`config.mk`:
```
export PLATFORM = sky130hd
export DESIGN_NAME = sync_length_checksum_deframer_flat
export DESIGN_NICKNAME = d
export VERILOG_FILES = /design/src/rtl/core/sld_pkg.sv /design/src/rtl/core/sld_ifs.sv /design/src/rtl/core/sld_ram.sv /design/src/rtl/core/sld_cfg.sv /design/src/rtl/core/sld_dp.sv /design/src/rtl/core/sld_ctrl.sv /design/src/rtl/core/sync_length_checksum_deframer.sv /design/src/flat_wrapper.sv
export VERILOG_INCLUDE_DIRS = /design/src /design/src/rtl/core
export SDC_FILE = /design/constraint.sdc
export NUM_CORES = 1
export LEC_CHECK = 0
export BUFFER_PORTS_ARGS = -buffer_cell sky130_fd_sc_hd__buf_2
export CAP_MARGIN = 30
export CORE_MARGIN = 5
export CORE_UTILIZATION = 40
export DETAILED_ROUTE_END_ITERATION = 8
export REMOVE_ABC_BUFFERS = 1
export SLEW_MARGIN = 15
export SYNTH_ARGS = -nofsm -noshare
export SYNTH_HDL_FRONTEND = slang
export SYNTH_SLANG_ARGS = --single-unit
```
`constraint.sdc`:
```
create_clock -name clk_i -period 9.2 [get_ports clk_i]
set_clock_uncertainty 0.15 [all_clocks]
set_input_delay 0 -clock clk_i [delete_from_list [all_inputs] [get_ports clk_i]]
set_output_delay 0 -clock clk_i [all_outputs]
set_load 0.02 [all_outputs]
```
`src/rtl/core/sync_length_checksum_deframer_assert.svh`:
```
// Assertion macros for the deframer. Each one expands to nothing in synthesis.
`ifndef SYNC_LENGTH_CHECKSUM_DEFRAMER_ASSERT_SVH
`define SYNC_LENGTH_CHECKSUM_DEFRAMER_ASSERT_SVH
`ifndef SYNTHESIS
`define SLD_ASSERT(lbl, clk, rstn, prop) \
  lbl: assert property (@(posedge clk) disable iff (!rstn) prop) \
    else $error("deframer assertion failed");
`define SLD_ASSERT_NR(lbl, clk, prop) \
  lbl: assert property (@(posedge clk) prop) else $error("deframer assertion failed");
`else
`define SLD_ASSERT(lbl, clk, rstn, prop)
`define SLD_ASSERT_NR(lbl, clk, prop)
`endif
`endif

```
`src/rtl/core/sld_pkg.sv`:
```
package sld_pkg;

  localparam int unsigned SyncLenDefault      = 2;
  localparam int unsigned BufferDepthDefault  = 128;
  localparam int unsigned PayloadLimitDefault = 64;
  localparam int unsigned CfgAddrWidth        = 5;

  localparam logic [1:0] CksNone = 2'd0;
  localparam logic [1:0] CksXor  = 2'd2;

  typedef enum logic [2:0] {
    REG_SYNC_PATTERN   = 3'd0,
    REG_ID_OFFSET      = 3'd1,
    REG_ID_BYTES       = 3'd2,
    REG_LENGTH_OFFSET  = 3'd3,
    REG_LENGTH_BYTES   = 3'd4,
    REG_LENGTH_INCL    = 3'd5,
    REG_MAX_PAYLOAD    = 3'd6,
    REG_CHECKSUM_MODE  = 3'd7
  } reg_idx_e;

  typedef struct packed {
    logic [31:0] sync_pattern;
    logic [3:0]  id_start;
    logic [2:0]  id_width;
    logic [3:0]  len_start;
    logic [1:0]  len_width;
    logic        length_incl;
    logic [6:0]  pay_max;
    logic [1:0]  checksum_mode;
  } cfg_t;

  typedef enum logic [3:0] {
    OP_NONE,
    OP_LATCH,
    OP_APPEND,
    OP_NEXT_POS,
    OP_K_INC,
    OP_K_CLR,
    OP_HDR_INIT,
    OP_HDR_ACC,
    OP_EVAL,
    OP_REJECT,
    OP_PAY_ACC,
    OP_EMIT_INIT,
    OP_LOAD_OUT,
    OP_LOAD_ZERO,
    OP_ACCEPT_DONE,
    OP_FINISH
  } dp_op_e;

  typedef struct packed {
    dp_op_e op;
  } dp_cmd_t;

  typedef struct packed {
    logic no_room;
    logic sync_match;
    logic k_last_sync;
    logic hdr_short;
    logic hdr_zero;
    logic hdr_last;
    logic reject_len;
    logic frame_short;
    logic cks_on;
    logic pay_done;
    logic cks_ok;
    logic plen_zero;
    logic out_last;
  } dp_status_t;

endpackage

```
`src/rtl/core/sld_ifs.sv`:
```
interface sld_in_if;
  logic       valid;
  logic       ready;
  logic [7:0] data_byte;
  modport source (output valid, output data_byte, input ready);
  modport sink (input valid, input data_byte, output ready);
endinterface

interface sld_out_if;
  logic        valid;
  logic        ready;
  logic [31:0] frame_id;
  logic [7:0]  payload_byte;
  logic        byte_valid;
  logic [6:0]  payload_length;
  logic        last;
  modport source (output valid, output frame_id, output payload_byte, output byte_valid,
                  output payload_length, output last, input ready);
  modport sink (input valid, input frame_id, input payload_byte, input byte_valid,
                input payload_length, input last, output ready);
endinterface

```
`src/rtl/core/sld_ram.sv`:
```
module sld_ram #(
  parameter int unsigned Width = 8,
  parameter int unsigned Depth = 128
) (
  input  logic                     clk_i,
  input  logic                     we_i,
  input  logic [$clog2(Depth)-1:0] waddr_i,
  input  logic [Width-1:0]         wdata_i,
  input  logic [$clog2(Depth)-1:0] raddr_i,
  output logic [Width-1:0]         rdata_o
);

  logic [Width-1:0] mem_q [Depth];
  logic [Width-1:0] rdata_q;

  always_ff @(posedge clk_i) begin
    if (we_i) begin
      mem_q[waddr_i] <= wdata_i;
    end
    rdata_q <= mem_q[raddr_i];
  end

  assign rdata_o = rdata_q;

endmodule

```
`src/rtl/core/sld_cfg.sv`:
```
module sld_cfg (
  input  logic                            clk_i,
  input  logic                            rst_ni,
  input  logic                            psel,
  input  logic                            penable,
  input  logic                            pwrite,
  input  logic [sld_pkg::CfgAddrWidth-1:0] paddr,
  input  logic [31:0]                     pwdata,
  output logic [31:0]                     prdata,
  output logic                            pready,
  output sld_pkg::cfg_t                   cfg_o
);

  sld_pkg::cfg_t    cfg_q;
  sld_pkg::reg_idx_e idx;
  logic             wr;

  assign idx    = sld_pkg::reg_idx_e'(paddr[4:2]);
  assign wr     = psel && penable && pwrite;
  assign pready = 1'b1;
  assign cfg_o  = cfg_q;

  always_ff @(posedge clk_i or negedge rst_ni) begin
    if (!rst_ni) begin
      cfg_q.sync_pattern  <= 32'h0000_AA55;
      cfg_q.id_start      <= 4'd2;
      cfg_q.id_width      <= 3'd1;
      cfg_q.len_start     <= 4'd3;
      cfg_q.len_width     <= 2'd1;
      cfg_q.length_incl   <= 1'b0;
      cfg_q.pay_max       <= 7'd64;
      cfg_q.checksum_mode <= 2'd1;
    end else if (wr) begin
      unique case (idx)
        sld_pkg::REG_SYNC_PATTERN:  cfg_q.sync_pattern  <= pwdata;
        sld_pkg::REG_ID_OFFSET:     cfg_q.id_start      <= pwdata[3:0];
        sld_pkg::REG_ID_BYTES:      cfg_q.id_width      <= pwdata[2:0];
        sld_pkg::REG_LENGTH_OFFSET: cfg_q.len_start     <= pwdata[3:0];
        sld_pkg::REG_LENGTH_BYTES:  cfg_q.len_width     <= pwdata[1:0];
        sld_pkg::REG_LENGTH_INCL:   cfg_q.length_incl   <= pwdata[0];
        sld_pkg::REG_MAX_PAYLOAD:   cfg_q.pay_max       <= pwdata[6:0];
        sld_pkg::REG_CHECKSUM_MODE: cfg_q.checksum_mode <= pwdata[1:0];
        default: ;
      endcase
    end
  end

  always_comb begin
    unique case (idx)
      sld_pkg::REG_SYNC_PATTERN:  prdata = cfg_q.sync_pattern;
      sld_pkg::REG_ID_OFFSET:     prdata = {28'd0, cfg_q.id_start};
      sld_pkg::REG_ID_BYTES:      prdata = {29'd0, cfg_q.id_width};
      sld_pkg::REG_LENGTH_OFFSET: prdata = {28'd0, cfg_q.len_start};
      sld_pkg::REG_LENGTH_BYTES:  prdata = {30'd0, cfg_q.len_width};
      sld_pkg::REG_LENGTH_INCL:   prdata = {31'd0, cfg_q.length_incl};
      sld_pkg::REG_MAX_PAYLOAD:   prdata = {25'd0, cfg_q.pay_max};
      sld_pkg::REG_CHECKSUM_MODE: prdata = {30'd0, cfg_q.checksum_mode};
      default:                    prdata = 32'd0;
    endcase
  end

endmodule

```
`src/rtl/core/sld_dp.sv`:
```
`include "sync_length_checksum_deframer_assert.svh"

module sld_dp #(
  parameter int unsigned SyncLen      = sld_pkg::SyncLenDefault,
  parameter int unsigned BufferDepth  = sld_pkg::BufferDepthDefault,
  parameter int unsigned PayloadLimit = sld_pkg::PayloadLimitDefault
) (
  input  logic                clk_i,
  input  logic                rst_ni,
  input  sld_pkg::cfg_t       cfg_i,
  input  sld_pkg::dp_cmd_t    cmd_i,
  input  logic [7:0]          in_byte_i,
  output sld_pkg::dp_status_t status_o,
  output logic [31:0]         frame_id_o,
  output logic [7:0]          payload_byte_o,
  output logic                byte_valid_o,
  output logic [6:0]          payload_length_o,
  output logic                last_o
);

  localparam int unsigned AW  = $clog2(BufferDepth);
  localparam int unsigned CW  = $clog2(BufferDepth + 1);
  localparam int unsigned OW  = (CW > 7) ? CW : 7;
  localparam int unsigned KSW = (SyncLen > 1) ? $clog2(SyncLen) : 1;
  localparam logic [AW:0] DepthW = (AW + 1)'(BufferDepth);

  logic [AW-1:0] head_q, head_d;
  logic [CW-1:0] count_q, count_d;
  logic [OW-1:0] pos_q, pos_d, k_q, k_d;
  logic [7:0]    byte_q, byte_d, acc_q, acc_d, out_byte_q, out_byte_d;
  logic [31:0]   fid_q, fid_d;
  logic [15:0]   len_q, len_d;
  logic [6:0]    plen_q, plen_d, total_q, total_d;
  logic          out_bv_q, out_bv_d, last_q, last_d;

  logic [7:0]    rdata;
  logic [OW:0]   rel;
  logic [AW:0]   raddr_raw, waddr_raw, head_inc_raw, fin_raw;
  logic [AW-1:0] raddr, waddr, head_app;
  logic [CW-1:0] count_app, fin_step;
  logic          full, we;

  logic [2:0]    nid;
  logic [1:0]    nlen;
  logic [4:0]    id_end, len_end, hdr;
  logic [6:0]    limit;
  logic          cks_on, is_xor;
  logic [OW-1:0] cnt_ext, avail;
  logic [KSW-1:0] ks;
  logic [4:0]    sb_shift;
  logic [7:0]    sync_b;
  logic [16:0]   diff;
  logic          in_id, in_len;
  logic [7:0]    acc_next;

  // Storage addresses wrap once, since both operands stay below the depth.
  assign rel       = {1'b0, pos_q} + {1'b0, k_q};
  assign raddr_raw = {1'b0, head_q} + rel[AW:0];
  assign raddr     = (raddr_raw >= DepthW) ? AW'(raddr_raw - DepthW) : raddr_raw[AW-1:0];

  assign full         = (count_q == CW'(BufferDepth));
  assign head_inc_raw = {1'b0, head_q} + (AW + 1)'(1);
  assign head_app     = full ? ((head_inc_raw >= DepthW) ? AW'(head_inc_raw - DepthW)
                                                         : head_inc_raw[AW-1:0])
                             : head_q;
  assign count_app    = full ? CW'(BufferDepth - 1) : count_q;
  assign waddr_raw    = {1'b0, head_app} + (AW + 1)'(count_app);
  assign waddr        = (waddr_raw >= DepthW) ? AW'(waddr_raw - DepthW) : waddr_raw[AW-1:0];
  assign we           = (cmd_i.op == sld_pkg::OP_APPEND);

  assign fin_step = (OW'(pos_q) > cnt_ext) ? count_q : CW'(pos_q);
  assign fin_raw  = {1'b0, head_q} + (AW + 1)'(fin_step);

  sld_ram #(.Width(8), .Depth(BufferDepth)) u_store (
    .clk_i   (clk_i),
    .we_i    (we),
    .waddr_i (waddr),
    .wdata_i (byte_q),
    .raddr_i (raddr),
    .rdata_o (rdata)
  );

  // Effective frame layout from configuration.
  assign nid     = (cfg_i.id_width > 3'd4) ? 3'd4 : cfg_i.id_width;
  assign nlen    = (cfg_i.len_width > 2'd2) ? 2'd2 : cfg_i.len_width;
  assign id_end  = {1'b0, cfg_i.id_start} + {2'b0, nid};
  assign len_end = {1'b0, cfg_i.len_start} + {3'b0, nlen};
  assign hdr     = (id_end > len_end) ? id_end : len_end;
  assign limit   = (cfg_i.pay_max < 7'(PayloadLimit)) ? cfg_i.pay_max
                                                      : 7'(PayloadLimit);
  assign cks_on  = (cfg_i.checksum_mode != sld_pkg::CksNone);
  assign is_xor  = (cfg_i.checksum_mode == sld_pkg::CksXor);

  assign cnt_ext  = OW'(count_q);
  assign avail    = cnt_ext - pos_q;
  assign ks       = k_q[KSW-1:0];
  assign sb_shift = 5'(8 * (SyncLen - 1 - int'(ks)));
  assign sync_b   = 8'(cfg_i.sync_pattern >> sb_shift);

  assign in_id  = (k_q >= OW'(cfg_i.id_start)) &&
                  ((k_q - OW'(cfg_i.id_start)) < OW'(nid));
  assign in_len = (k_q >= OW'(cfg_i.len_start)) &&
                  ((k_q - OW'(cfg_i.len_start)) < OW'(nlen));
  assign acc_next = is_xor ? (acc_q ^ rdata) : (acc_q + rdata);

  assign diff = cfg_i.length_incl ? ({1'b0, len_q} - 17'(hdr)) : {1'b0, len_q};

  always_comb begin
    status_o.no_room     = (({1'b0, pos_q} + (OW + 1)'(SyncLen)) > {1'b0, cnt_ext});
    status_o.sync_match  = (rdata == sync_b);
    status_o.k_last_sync = (k_q == OW'(SyncLen - 1));
    status_o.hdr_short   = (avail < OW'(hdr));
    status_o.hdr_zero    = (hdr == 5'd0);
    status_o.hdr_last    = ((k_q + OW'(1)) == OW'(hdr));
    status_o.reject_len  = diff[16] || (diff > 17'(limit));
    status_o.frame_short = (avail < OW'(total_q));
    status_o.cks_on      = cks_on;
    status_o.pay_done    = ((k_q + OW'(1)) == OW'(total_q));
    status_o.cks_ok      = (acc_q == rdata);
    status_o.plen_zero   = (plen_q == 7'd0);
    status_o.out_last    = last_q;
  end

  always_comb begin
    head_d     = head_q;
    count_d    = count_q;
    pos_d      = pos_q;
    k_d        = k_q;
    byte_d     = byte_q;
    acc_d      = acc_q;
    fid_d      = fid_q;
    len_d      = len_q;
    plen_d     = plen_q;
    total_d    = total_q;
    out_byte_d = out_byte_q;
    out_bv_d   = out_bv_q;
    last_d     = last_q;
    unique case (cmd_i.op)
      sld_pkg::OP_LATCH: byte_d = in_byte_i;
      sld_pkg::OP_APPEND: begin
        head_d  = head_app;
        count_d = count_app + CW'(1);
        pos_d   = '0;
        k_d     = '0;
      end
      sld_pkg::OP_NEXT_POS: begin
        pos_d = pos_q + OW'(1);
        k_d   = '0;
      end
      sld_pkg::OP_K_INC: k_d = k_q + OW'(1);
      sld_pkg::OP_K_CLR: k_d = '0;
      sld_pkg::OP_HDR_INIT: begin
        k_d   = '0;
        acc_d = '0;
        fid_d = '0;
        len_d = '0;
      end
      sld_pkg::OP_HDR_ACC: begin
        acc_d = acc_next;
        if (in_id) begin
          fid_d = {fid_q[23:0], rdata};
        end
        if (in_len) begin
          len_d = {len_q[7:0], rdata};
        end
        k_d = k_q + OW'(1);
      end
      sld_pkg::OP_EVAL: begin
        plen_d  = diff[6:0];
        total_d = 7'(hdr) + diff[6:0] + 7'(cks_on);
      end
      sld_pkg::OP_REJECT: begin
        pos_d = pos_q + OW'(SyncLen);
        k_d   = '0;
      end
      sld_pkg::OP_PAY_ACC: begin
        acc_d = acc_next;
        k_d   = k_q + OW'(1);
      end
      sld_pkg::OP_EMIT_INIT: k_d = OW'(hdr);
      sld_pkg::OP_LOAD_OUT: begin
        out_byte_d = rdata;
        out_bv_d   = 1'b1;
        last_d     = (k_q == (OW'(hdr) + OW'(plen_q) - OW'(1)));
        k_d        = k_q + OW'(1);
      end
      sld_pkg::OP_LOAD_ZERO: begin
        out_byte_d = '0;
        out_bv_d   = 1'b0;
        last_d     = 1'b1;
      end
      sld_pkg::OP_ACCEPT_DONE: begin
        pos_d = pos_q + ((total_q == 7'd0) ? OW'(1) : OW'(total_q));
      end
      sld_pkg::OP_FINISH: begin
        head_d  = (fin_raw >= DepthW) ? AW'(fin_raw - DepthW) : fin_raw[AW-1:0];
        count_d = count_q - fin_step;
        pos_d   = '0;
      end
      default: ;
    endcase
  end

  always_ff @(posedge clk_i or negedge rst_ni) begin
    if (!rst_ni) begin
      head_q  <= '0;
      count_q <= '0;
      pos_q   <= '0;
      k_q     <= '0;
    end else begin
      head_q  <= head_d;
      count_q <= count_d;
      pos_q   <= pos_d;
      k_q     <= k_d;
    end
  end

  always_ff @(posedge clk_i) begin
    byte_q     <= byte_d;
    acc_q      <= acc_d;
    fid_q      <= fid_d;
    len_q      <= len_d;
    plen_q     <= plen_d;
    total_q    <= total_d;
    out_byte_q <= out_byte_d;
    out_bv_q   <= out_bv_d;
    last_q     <= last_d;
  end

  assign frame_id_o       = fid_q;
  assign payload_byte_o   = out_byte_q;
  assign byte_valid_o     = out_bv_q;
  assign payload_length_o = plen_q;
  assign last_o           = last_q;

  `SLD_ASSERT(a_count_bound, clk_i, rst_ni, count_q <= CW'(BufferDepth))
  `SLD_ASSERT(a_head_bound, clk_i, rst_ni, head_q <= AW'(BufferDepth - 1))
  `SLD_ASSERT(a_fin_pos, clk_i, rst_ni, (cmd_i.op == sld_pkg::OP_FINISH) |-> (pos_q <= cnt_ext))

endmodule

```
`src/rtl/core/sld_ctrl.sv`:
```
`include "sync_length_checksum_deframer_assert.svh"

module sld_ctrl (
  input  logic                clk_i,
  input  logic                rst_ni,
  input  logic                in_valid_i,
  output logic                in_ready_o,
  output logic                out_valid_o,
  input  logic                out_ready_i,
  input  sld_pkg::dp_status_t status_i,
  output sld_pkg::dp_cmd_t    cmd_o
);

  typedef enum logic [3:0] {
    S_IDLE, S_APPEND, S_SRCH, S_SCMP, S_HCHK, S_HRD, S_HACC, S_HEVAL,
    S_TCHK, S_PRD, S_PACC, S_EMIT, S_ELOAD, S_EOUT, S_FIN
  } state_e;

  state_e state_q, state_d;

  always_comb begin
    state_d   = state_q;
    cmd_o.op  = sld_pkg::OP_NONE;
    unique case (state_q)
      S_IDLE: begin
        if (in_valid_i) begin
          cmd_o.op = sld_pkg::OP_LATCH;
          state_d  = S_APPEND;
        end
      end
      S_APPEND: begin
        cmd_o.op = sld_pkg::OP_APPEND;
        state_d  = S_SRCH;
      end
      S_SRCH: state_d = status_i.no_room ? S_FIN : S_SCMP;
      S_SCMP: begin
        if (!status_i.sync_match) begin
          cmd_o.op = sld_pkg::OP_NEXT_POS;
          state_d  = S_SRCH;
        end else if (status_i.k_last_sync) begin
          cmd_o.op = sld_pkg::OP_K_CLR;
          state_d  = S_HCHK;
        end else begin
          cmd_o.op = sld_pkg::OP_K_INC;
          state_d  = S_SRCH;
        end
      end
      S_HCHK: begin
        if (status_i.hdr_short) begin
          state_d = S_FIN;
        end else begin
          cmd_o.op = sld_pkg::OP_HDR_INIT;
          state_d  = status_i.hdr_zero ? S_HEVAL : S_HRD;
        end
      end
      S_HRD: state_d = S_HACC;
      S_HACC: begin
        cmd_o.op = sld_pkg::OP_HDR_ACC;
        state_d  = status_i.hdr_last ? S_HEVAL : S_HRD;
      end
      S_HEVAL: begin
        if (status_i.reject_len) begin
          cmd_o.op = sld_pkg::OP_REJECT;
          state_d  = S_SRCH;
        end else begin
          cmd_o.op = sld_pkg::OP_EVAL;
          state_d  = S_TCHK;
        end
      end
      S_TCHK: begin
        if (status_i.frame_short) begin
          state_d = S_FIN;
        end else if (status_i.cks_on) begin
          state_d = S_PRD;
        end else begin
          cmd_o.op = sld_pkg::OP_EMIT_INIT;
          state_d  = S_EMIT;
        end
      end
      S_PRD: state_d = S_PACC;
      S_PACC: begin
        if (!status_i.pay_done) begin
          cmd_o.op = sld_pkg::OP_PAY_ACC;
          state_d  = S_PRD;
        end else if (status_i.cks_ok) begin
          cmd_o.op = sld_pkg::OP_EMIT_INIT;
          state_d  = S_EMIT;
        end else begin
          cmd_o.op = sld_pkg::OP_REJECT;
          state_d  = S_SRCH;
        end
      end
      S_EMIT: begin
        if (status_i.plen_zero) begin
          cmd_o.op = sld_pkg::OP_LOAD_ZERO;
          state_d  = S_EOUT;
        end else begin
          state_d = S_ELOAD;
        end
      end
      S_ELOAD: begin
        cmd_o.op = sld_pkg::OP_LOAD_OUT;
        state_d  = S_EOUT;
      end
      S_EOUT: begin
        if (out_ready_i) begin
          if (status_i.out_last) begin
            cmd_o.op = sld_pkg::OP_ACCEPT_DONE;
            state_d  = S_FIN;
          end else begin
            state_d = S_EMIT;
          end
        end
      end
      S_FIN: begin
        cmd_o.op = sld_pkg::OP_FINISH;
        state_d  = S_IDLE;
      end
      default: state_d = S_IDLE;
    endcase
  end

  always_ff @(posedge clk_i or negedge rst_ni) begin
    if (!rst_ni) begin
      state_q <= S_IDLE;
    end else begin
      state_q <= state_d;
    end
  end

  assign in_ready_o  = (state_q == S_IDLE);
  assign out_valid_o = (state_q == S_EOUT);

  `SLD_ASSERT_NR(a_one_side, clk_i, !(in_ready_o && out_valid_o))
  `SLD_ASSERT(a_take_append, clk_i, rst_ni, (in_valid_i && in_ready_o) |=> (state_q == S_APPEND))
  `SLD_ASSERT(a_run_cont, clk_i, rst_ni,
              (out_valid_o && out_ready_i && !status_i.out_last) |=> (state_q == S_EMIT))

endmodule

```
`src/rtl/core/sync_length_checksum_deframer.sv`:
```
// Sequence: an input byte is written to the store in the cycle after its request is taken;
// the search then passes states SRCH and SCMP for each held byte compared, HRD and HACC
// for each header byte, PRD and PACC for each byte under the checksum, EMIT, ELOAD and
// EOUT for each emitted payload byte plus output stall, and FIN drops consumed bytes
// before the next request can be taken. Flow: one byte at a time; the byte store has
// a single read port shared by search, check and emit.
// Reset: configuration returns to defaults and the store is empty; no clearing pass.
module sync_length_checksum_deframer #(
  parameter int unsigned SyncLen      = sld_pkg::SyncLenDefault,
  parameter int unsigned BufferDepth  = sld_pkg::BufferDepthDefault,
  parameter int unsigned PayloadLimit = sld_pkg::PayloadLimitDefault
) (
  input  logic                            clk_i,
  input  logic                            rst_ni,
  sld_in_if.sink                          in_i,
  sld_out_if.source                       out_o,
  input  logic                            psel,
  input  logic                            penable,
  input  logic                            pwrite,
  input  logic [sld_pkg::CfgAddrWidth-1:0] paddr,
  input  logic [31:0]                     pwdata,
  output logic [31:0]                     prdata,
  output logic                            pready
);

  // The held bytes live in a circular store. The controller walks it through
  // a single read port: it hunts the sync pattern one candidate position at a
  // time, reads the header for its ID and length, sums header and payload, and
  // compares the trailing checksum when one is enabled; it then reads the payload
  // once more to hand it out as a run of requests. A rejected frame restarts the
  // hunt just past its sync bytes, so held bytes are rescanned without new input.
  sld_pkg::cfg_t       cfg;
  sld_pkg::dp_cmd_t    cmd;
  sld_pkg::dp_status_t status;

  sld_cfg u_cfg (
    .clk_i   (clk_i),
    .rst_ni  (rst_ni),
    .psel    (psel),
    .penable (penable),
    .pwrite  (pwrite),
    .paddr   (paddr),
    .pwdata  (pwdata),
    .prdata  (prdata),
    .pready  (pready),
    .cfg_o   (cfg)
  );

  sld_ctrl u_ctrl (
    .clk_i       (clk_i),
    .rst_ni      (rst_ni),
    .in_valid_i  (in_i.valid),
    .in_ready_o  (in_i.ready),
    .out_valid_o (out_o.valid),
    .out_ready_i (out_o.ready),
    .status_i    (status),
    .cmd_o       (cmd)
  );

  // The datapath keeps the result fields in registers that hold still while
  // a request waits at the output.
  sld_dp #(
    .SyncLen      (SyncLen),
    .BufferDepth  (BufferDepth),
    .PayloadLimit (PayloadLimit)
  ) u_dp (
    .clk_i            (clk_i),
    .rst_ni           (rst_ni),
    .cfg_i            (cfg),
    .cmd_i            (cmd),
    .in_byte_i        (in_i.data_byte),
    .status_o         (status),
    .frame_id_o       (out_o.frame_id),
    .payload_byte_o   (out_o.payload_byte),
    .byte_valid_o     (out_o.byte_valid),
    .payload_length_o (out_o.payload_length),
    .last_o           (out_o.last)
  );

endmodule
```
`src/flat_wrapper.sv`:
```
// flat-port wrapper written by rule: the top's interface ports become plain ports
module sync_length_checksum_deframer_flat 
#(
  parameter int unsigned SyncLen      = sld_pkg::SyncLenDefault,
  parameter int unsigned BufferDepth  = sld_pkg::BufferDepthDefault,
  parameter int unsigned PayloadLimit = sld_pkg::PayloadLimitDefault
)
  (clk_i, rst_ni, psel, penable, pwrite, paddr, pwdata, prdata, pready, in_i_valid, in_i_data_byte, in_i_ready, out_o_valid, out_o_frame_id, out_o_payload_byte, out_o_byte_valid, out_o_payload_length, out_o_last, out_o_ready);
  sld_in_if in_i_i ();
  sld_out_if out_o_i ();
  input  logic clk_i;
  input  logic rst_ni;
  input  logic psel;
  input  logic penable;
  input  logic pwrite;
  input  logic [sld_pkg::CfgAddrWidth-1:0] paddr;
  input  logic [31:0] pwdata;
  output logic [31:0] prdata;
  output logic pready;
  input wire logic [$bits(in_i_i.valid)-1:0] in_i_valid;
  input wire logic [$bits(in_i_i.data_byte)-1:0] in_i_data_byte;
  output wire logic [$bits(in_i_i.ready)-1:0] in_i_ready;
  output wire logic [$bits(out_o_i.valid)-1:0] out_o_valid;
  output wire logic [$bits(out_o_i.frame_id)-1:0] out_o_frame_id;
  output wire logic [$bits(out_o_i.payload_byte)-1:0] out_o_payload_byte;
  output wire logic [$bits(out_o_i.byte_valid)-1:0] out_o_byte_valid;
  output wire logic [$bits(out_o_i.payload_length)-1:0] out_o_payload_length;
  output wire logic [$bits(out_o_i.last)-1:0] out_o_last;
  input wire logic [$bits(out_o_i.ready)-1:0] out_o_ready;
  assign in_i_i.valid = in_i_valid;
  assign in_i_i.data_byte = in_i_data_byte;
  assign in_i_ready = in_i_i.ready;
  assign out_o_valid = out_o_i.valid;
  assign out_o_frame_id = out_o_i.frame_id;
  assign out_o_payload_byte = out_o_i.payload_byte;
  assign out_o_byte_valid = out_o_i.byte_valid;
  assign out_o_payload_length = out_o_i.payload_length;
  assign out_o_last = out_o_i.last;
  assign out_o_i.ready = out_o_ready;
  sync_length_checksum_deframer #(.SyncLen(SyncLen), .BufferDepth(BufferDepth), .PayloadLimit(PayloadLimit)) u_core (.clk_i(clk_i), .rst_ni(rst_ni), .in_i(in_i_i), .out_o(out_o_i), .psel(psel), .penable(penable), .pwrite(pwrite), .paddr(paddr), .pwdata(pwdata), .prdata(prdata), .pready(pready));
endmodule
```
==> metrics, run 1 <==
layout cell share with drive strength beyond 1 between 20% and 30%; final net count 3496; growth of design area from synthesis to finish 16.2%; worst hold endpoint u_core.u_ctrl.state_q[1]$_DFFE_PN0P_; max incr delay on CP between 500 and 600 ps; Die Wd ~370 µm; main area contributors after synthesis sky130_fd_sc_hd__edfxtp_1, sky130_fd_sc_hd__mux4_2, sky130_fd_sc_hd__dfrtp_1; port buffer count around 130; Post-synth EDFFs approximately 1.1k; Final HPWL DP ~80 mm; leading post-synthesis cells by instance count sky130_fd_sc_hd__edfxtp_1, sky130_fd_sc_hd__mux4_2, sky130_fd_sc_hd__nor2_1, sky130_fd_sc_hd__ha_1, sky130_fd_sc_hd__nand2_1; footprint of the multi-input gates 16200 µm²; total I/O pin count about 140; initial antenna violation count 5; Core Area 131000 µm²; utilization of the core after routing between 40 and 50%; Clock Tree Root sky130_fd_sc_hd__clkbuf_16; path category of the worst min-delay check input pin to register; distinct cell type count after synthesis 86; category of the worst setup path capture point register; reg-to-reg startpoint u_core.u_cfg.cfg_o[10]$_DFFE_PN1P_; r2r setup slk 720 ps; final routed wirelength across all metal layers 132 mm; DRC 0; total die area roughly 140000 µm²; fin crit period about 8500 ps; cell type of the slowest stage on the worst timing path sky130_fd_sc_hd__dfstp_2; required arrival time at the worst endpoint between 9000 and 10000 ps; Arr. time, crit path slightly below 9000 ps; slew at the pin with the worst max-slew slack 1070 ps; post-synthesis instance total about 3.0k; cell repeated most along the worst path sky130_fd_sc_hd__ha_1; category of the critical setup timing path register to register; depth of the worst register-to-register path 28; final hold vios 0; Post-Syn Area per Cell about 18 µm²; Critical path origin u_core.u_cfg.cfg_o[10]$_DFFE_PN1P_; clk buf depth 3; via count of the first global-routing pass around 29k; part of the Yosys area used for sequential elements 67.8%; routed length per instance between 20 and 30 µm; most instantiated flip-flop cell in the synthesis netlist sky130_fd_sc_hd__edfxtp_1; GRT Residual Overflow 0; diodes inserted 0; source of the worst hold timing path in_i_valid; first-pass GRT wire length around 200 mm; clock slew at reported path FFs around 60 ps; number of vias per cell after detailed routing approximately 5.5; share of Yosys cell area claimed by the top area cell type a little over three fifths; number of standard-cell rows in the floorplan between 100 and 150; clock network latency to the later pin of the worst-skew pair 770 ps; Synth area leader sky130_fd_sc_hd__edfxtp_1; number of buffers and inverters on the critical path 2; Final Max Slew Viols 0; crit share post-route 92.2%; run status finished, final reports clean; flop and latch count out of synthesis about 1.2k; count of warnings emitted by yosys 0; f_max roughly 120 MHz; post-CTS resize count 0; kind of cell with the highest combined delay on the critical path simple AND/OR/NAND/NOR gates; leading cell type by number of instances after synthesis sky130_fd_sc_hd__edfxtp_1; number of setup violations in the final report 0; iteration count of the initial detailed-routing pass 6; initial cell density of the core about two fifths; Sequential Area between 30000 and 40000 µm²; overall die height 373 µm; largest net degree at the start of global routing between 100 and 150; maximum level of the CTS H-tree 4; peak fanout along the critical path 9; fillers roughly 11k; number of buffers added to fix hold violations after cts roughly 130; Inserted Clock Buffers between 100 and 150; unrepaired setup endpoints after global routing no; startpoint type of the worst setup path register; worst rel slew slack around 28%; post-CTS repair timing setup buffer count 0; CTS tree done; antenna-violating nets left 0; via count between 20k and 30k; Reg2Reg Capture Point u_core.u_dp.acc_q[3]$_SDFFCE_PN0P_; max-cap viol count 0; global-route total usage across every layer a little under a fifth; async set-or-reset flop fraction in the synthesized netlist under 10%; weighted congestion reported at the end of routability-driven placement just under 0.9; cell depth of the worst hold path 5; summed instance area of the synthesized netlist approximately 53000 µm²; Clock Sinks between 1k and 1.5k; 1st-iter DRT viols 2347
final cells by class:
class / instances / share of cell area, %
Tap cell: 1755 / 3.58
Timing Repair Buffer: 312 / 3.95
Clock buffer: 160 / 5.60
Inverter: 106 / 0.648
Sequential cell: 1210 / 58.4
Multi-Input combinational cell: 1544 / 26.4
Clock inverter: 79 / 1.47
through the flow:
stage                     hold WS (ps)  instances  TNS, ps  setup WS (ps)  instance area, µm²
final                             91.4       5166        0            719               61400
after global routing              90.1       5166        0            420               61400
after CTS                         26.5       5161        0            846               61300
after detailed placement          -164       4796        0            887               55700
after global placement            -169       4795        0           1010               55700
after floorplan                   -446       2860   -36790          -4600               52300
state kept, by name (all words and copies together), names as in the netlist:
| register | flops |
|---|---|
| u_core.u_cfg.cfg_o | 55 |
| u_core.u_ctrl.state_q | 4 |
| u_core.u_dp.acc_q | 8 |
| u_core.u_dp.byte_q | 8 |
| u_core.u_dp.byte_valid_o | 1 |
| u_core.u_dp.cnt_ext | 8 |
| u_core.u_dp.frame_id_o | 32 |
| u_core.u_dp.head_q | 7 |
| u_core.u_dp.k_q | 8 |
| u_core.u_dp.last_o | 1 |
| u_core.u_dp.len_q | 16 |
| u_core.u_dp.payload_byte_o | 8 |
| u_core.u_dp.payload_length_o | 7 |
| u_core.u_dp.pos_q | 8 |
| u_core.u_dp.total_q | 7 |
| u_core.u_dp.u_store.mem_q | 1024 |
| u_core.u_dp.u_store.rdata_o | 8 |
cell families (layout without fill, tap and decap cells):
| group | Yosys count | in the layout | share of synthesized area, % |
|---|---|---|---|
| AOI/OAI and AO/OA | 298 | 298 | 3.83 |
| and+or+nand+nor | 586 | 586 | 5.37 |
| muxes | 412 | 412 | 15.9 |
| xor gates and xnor gates | 109 | 109 | 1.82 |
| adders and majority gates | 138 | 138 | 3.57 |
| other | 1 | 1 | 0.00710 |
| buffers and inverters | 228 | 657 | 1.71 |
| DFF | 1210 | 1210 | 67.8 |
cell usage in the layout, fill, tap and decap left out, types with 15 or more instances in the layout:
cell / synthesis / final
sky130_fd_sc_hd__buf_4: 3 / 49
sky130_fd_sc_hd__xor2_1: 28 / 27
sky130_fd_sc_hd__clkinv_2: 0 / 20
sky130_fd_sc_hd__dfstp_2: 15 / 15
sky130_fd_sc_hd__inv_1: 106 / 106
sky130_fd_sc_hd__mux2_2: 55 / 55
sky130_fd_sc_hd__dfrtp_1: 75 / 75
sky130_fd_sc_hd__mux2i_1: 19 / 19
sky130_fd_sc_hd__clkinv_1: 0 / 20
sky130_fd_sc_hd__and2_1: 80 / 80
sky130_fd_sc_hd__o21ai_0: 47 / 47
sky130_fd_sc_hd__nand2_1: 112 / 109
sky130_fd_sc_hd__clkbuf_16: 0 / 132
sky130_fd_sc_hd__nor2b_1: 22 / 22
sky130_fd_sc_hd__mux4_2: 336 / 336
sky130_fd_sc_hd__buf_2: 3 / 131
sky130_fd_sc_hd__a21o_1: 52 / 52
sky130_fd_sc_hd__nand4_1: 17 / 17
sky130_fd_sc_hd__xnor2_1: 80 / 78
sky130_fd_sc_hd__a21oi_1: 68 / 68
sky130_fd_sc_hd__nor2_1: 228 / 227
sky130_fd_sc_hd__nand3_1: 32 / 32
sky130_fd_sc_hd__fa_1: 21 / 19
sky130_fd_sc_hd__clkbuf_1: 90 / 25
sky130_fd_sc_hd__nor3_1: 26 / 25
sky130_fd_sc_hd__ha_1: 117 / 116
sky130_fd_sc_hd__dlygate4sd3_1: 0 / 125
sky130_fd_sc_hd__edfxtp_1: 1112 / 1112
metal layers:
layer  GRT usage, %  share of wire [%]
met4           5.65                2.9
met3           3.68                5.9
met2           30.2                 49
met1           26.1                 42
met5              0                  0
how the worst max path moves through the flow:
stage               cells past startpoint                                     end  slack, ps
floorplan                               5  u_core.u_dp.u_store.rdata_o[0]$_DFF_P_      -4600
global placement                       28      u_core.u_dp.acc_q[3]$_SDFFCE_PN0P_       1010
detailed placement                     28      u_core.u_dp.acc_q[3]$_SDFFCE_PN0P_        890
CTS                                    28      u_core.u_dp.acc_q[3]$_SDFFCE_PN0P_        850
global route                           28      u_core.u_dp.acc_q[3]$_SDFFCE_PN0P_        420
finish                                 28      u_core.u_dp.acc_q[3]$_SDFFCE_PN0P_        720
worst reg2reg max path: cells and delay by family, from the launching register on:
kind / cells / cell delay [ps]
and+or+nand+nor: 11 / 2720
AOI/OAI and AO/OA: 9 / 2450
adders and majority gates: 5 / 1620
DFF: 1 / 540
buffers and inverters: 2 / 350
xor gates and xnor gates: 1 / 310
Power of run 1 is not shown: default switching activity piles up to over one toggle a cycle in this logic, so the estimate is an artifact.
==> run 2: changes to the inputs <==
==> constraint.sdc (replaced) <==
create_clock -name clk_i -period 6.8 [get_ports clk_i]
set_clock_uncertainty 0.15 [all_clocks]
set_input_delay 0.34 -clock clk_i [delete_from_list [all_inputs] [get_ports clk_i]]
set_output_delay 0.34 -clock clk_i [all_outputs]
set_load 0.02 [all_outputs]
==> run 2 against run 1 <==
Net effect:
- via count up 0.51%
- routed wire length down 0.51%
- final cell count up 0.56%
- highest routed layer is now met5
- fmax rose by 26%
- global-route usage down 0.28 points
- register-to-register slack got worse by 670 ps
==> metrics, run 2 (synthesis gave the netlist of run 1 again) <==
most used cells in the layout excluding fill and tap cells sky130_fd_sc_hd__edfxtp_1, sky130_fd_sc_hd__mux4_2, sky130_fd_sc_hd__nor2_1; final hold vios 0; Core Area 131000 µm²; path category of the worst min-delay check input pin to register; GRT Residual Overflow 0; routed length per instance about 25 µm; final net count about 3.5k; cell type of the slowest stage on the worst timing path sky130_fd_sc_hd__or4_4; peak fanout along the critical path 7; area of placed instances 56500 µm²; layout cell share with drive strength beyond 1 between 20 and 30%; clock network latency to the later pin of the worst-skew pair around 760 ps; fin crit period just under 7000 ps; Clock Sinks approximately 1.2k; cell repeated most along the worst path sky130_fd_sc_hd__ha_4; number of standard-cell rows in the floorplan roughly 130; total die area 139000 µm²; 1st-iter DRT viols approximately 2.4k; iteration count of the initial detailed-routing pass 5; Biggest register u_core.u_dp.u_store.mem_q; unrepaired setup endpoints after global routing yes; Clock Tree Root sky130_fd_sc_hd__clkbuf_16; number of vias per cell after detailed routing ~5.5; utilization of the core after routing 47.1%; Final HPWL DP 84.2 mm; antenna-violating nets left 0; category of the worst setup path capture point register; initial cell density of the core between 40% and 50%; CTS tree done; Arr. time, crit path between 7000 and 8000 ps; most common cell after layout, fill and taps aside sky130_fd_sc_hd__edfxtp_1; overall die height between 300 and 400 µm; category of the critical setup timing path register to register; Die Wd around 370 µm; max incr delay on CP between 500 and 600 ps; Critical path origin u_core.u_cfg.cfg_o[10]$_DFFE_PN1P_; f_max between 100 and 150 MHz; weighted congestion reported at the end of routability-driven placement approximately 0.86; post-route cell area approximately 62000 µm²; clk buf depth 3; final routed wirelength across all metal layers 131 mm; startpoint type of the worst setup path register; max-cap viol count 0; maximum level of the CTS H-tree 4; Final Max Slew Viols 0; required arrival time at the worst endpoint 7320 ps; crit share post-route between 90% and 100%; via count ~29k; worst rel slew slack about a third; initial antenna violation count 6; DRC 0; port buffer count roughly 130; Hold WS between 50 and 60 ps; growth of design area from synthesis to finish 16.9%; global-route total usage across every layer between 10% and 20%; flip-flop count of the largest register, all copies and words added a little over 1k; total I/O pin count between 100 and 150; via count of the first global-routing pass 29.2k; source of the worst hold timing path penable; Inserted Clock Buffers 130; first-pass GRT wire length about 190 mm; clock slew at reported path FFs 70 ps; run status finished, final reports clean; largest net degree at the start of global routing slightly below 90; reg-to-reg startpoint u_core.u_cfg.cfg_o[10]$_DFFE_PN1P_; slew at the pin with the worst max-slew slack about 970 ps; number of setup violations in the final report 0
[run 2: cell types whose count changed in the layout (fill, tap and decap cells not counted), moves of 4 or more]
cell,previous run,this run
sky130_fd_sc_hd__buf_12,6,12
sky130_fd_sc_hd__buf_16,1,5
sky130_fd_sc_hd__buf_4,49,149
sky130_fd_sc_hd__buf_6,0,6
sky130_fd_sc_hd__clkbuf_1,25,21
sky130_fd_sc_hd__clkinv_1,20,28
sky130_fd_sc_hd__clkinv_2,20,11
sky130_fd_sc_hd__dlygate4sd3_1,125,46
sky130_fd_sc_hd__ha_1,116,111
sky130_fd_sc_hd__ha_4,1,6
[run 2: stage by stage]
| step | instances | TNS, ps | worst slack (ps) |
|---|---|---|---|
| 2_1_floorplan | 2860 | -77750 | -7000 |
| 3_3_place_gp | 4891 | -9990 | -287 |
| 3_5_place_dp | 4893 | -14810 | -386 |
| 4_1_cts | 5185 | 0 | 18.6 |
| 5_1_grt | 5194 | -4960 | -166 |
| 6_report | 5195 | 0 | 44.9 |
[run 2: final cells by class]
class,instances,area [µm²]
tap,1755,2200
clock inverter,75,813
fill,11013,69500
inverter,106,398
clock buffer,155,3410
sequential,1210,35800
multi-input combinational,1544,16500
antenna,1,2.50
timing repair buffer,349,2680
[run 2: layer usage]
metal / share of wire [%] / up-vias / track usage, %
met1: 42 / 14981 / 24.9
li1: - / 12569 / -
met2: 49 / 878 / 30.1
met4: 3.3 / 2 / 6.21
met5: 0.0099 / - / 0
met3: 6.2 / 215 / 4.12
[run 2: timing repair]
item                                   CTS  global route
pin swaps                               17            27
resized for setup                       26            33
hold buffers                            47             0
setup buffers                           15             7
setup endpoints to repair               46            46
endpoints found under the hold margin   89             0
[run 2: worst max-delay path: cells and delay by family, from the launching register on]
kind | cells | cell delay (ps)
xor+xnor | 1 | 170
mux | 1 | 240
compound gates | 7 | 970
simple gates | 12 | 2600
flops | 1 | 530
fa+ha+maj | 6 | 1590
buf+inv | 4 | 400
[run 2: path summary, 6_finish.rpt]
path	to	slack, ps	cells after the start
setup reg to reg	u_core.u_dp.pos_q[3]$_DFFE_PN0P_	40	31
setup / recovery	u_core.u_dp.pos_q[3]$_DFFE_PN0P_	40	31
min in group asynchronous	u_core.u_ctrl.state_q[0]$_DFFE_PN0P_	490	4
hold / removal	u_core.u_cfg.cfg_o[11]$_DFFE_PN0P_	60	4
hold reg to reg	u_core.u_cfg.cfg_o[40]$_DFFE_PN0P_	350	1
max in group asynchronous	u_core.u_cfg.cfg_o[12]$_DFFE_PN1P_	5360	5
Power of run 2 is left out for the same reason.
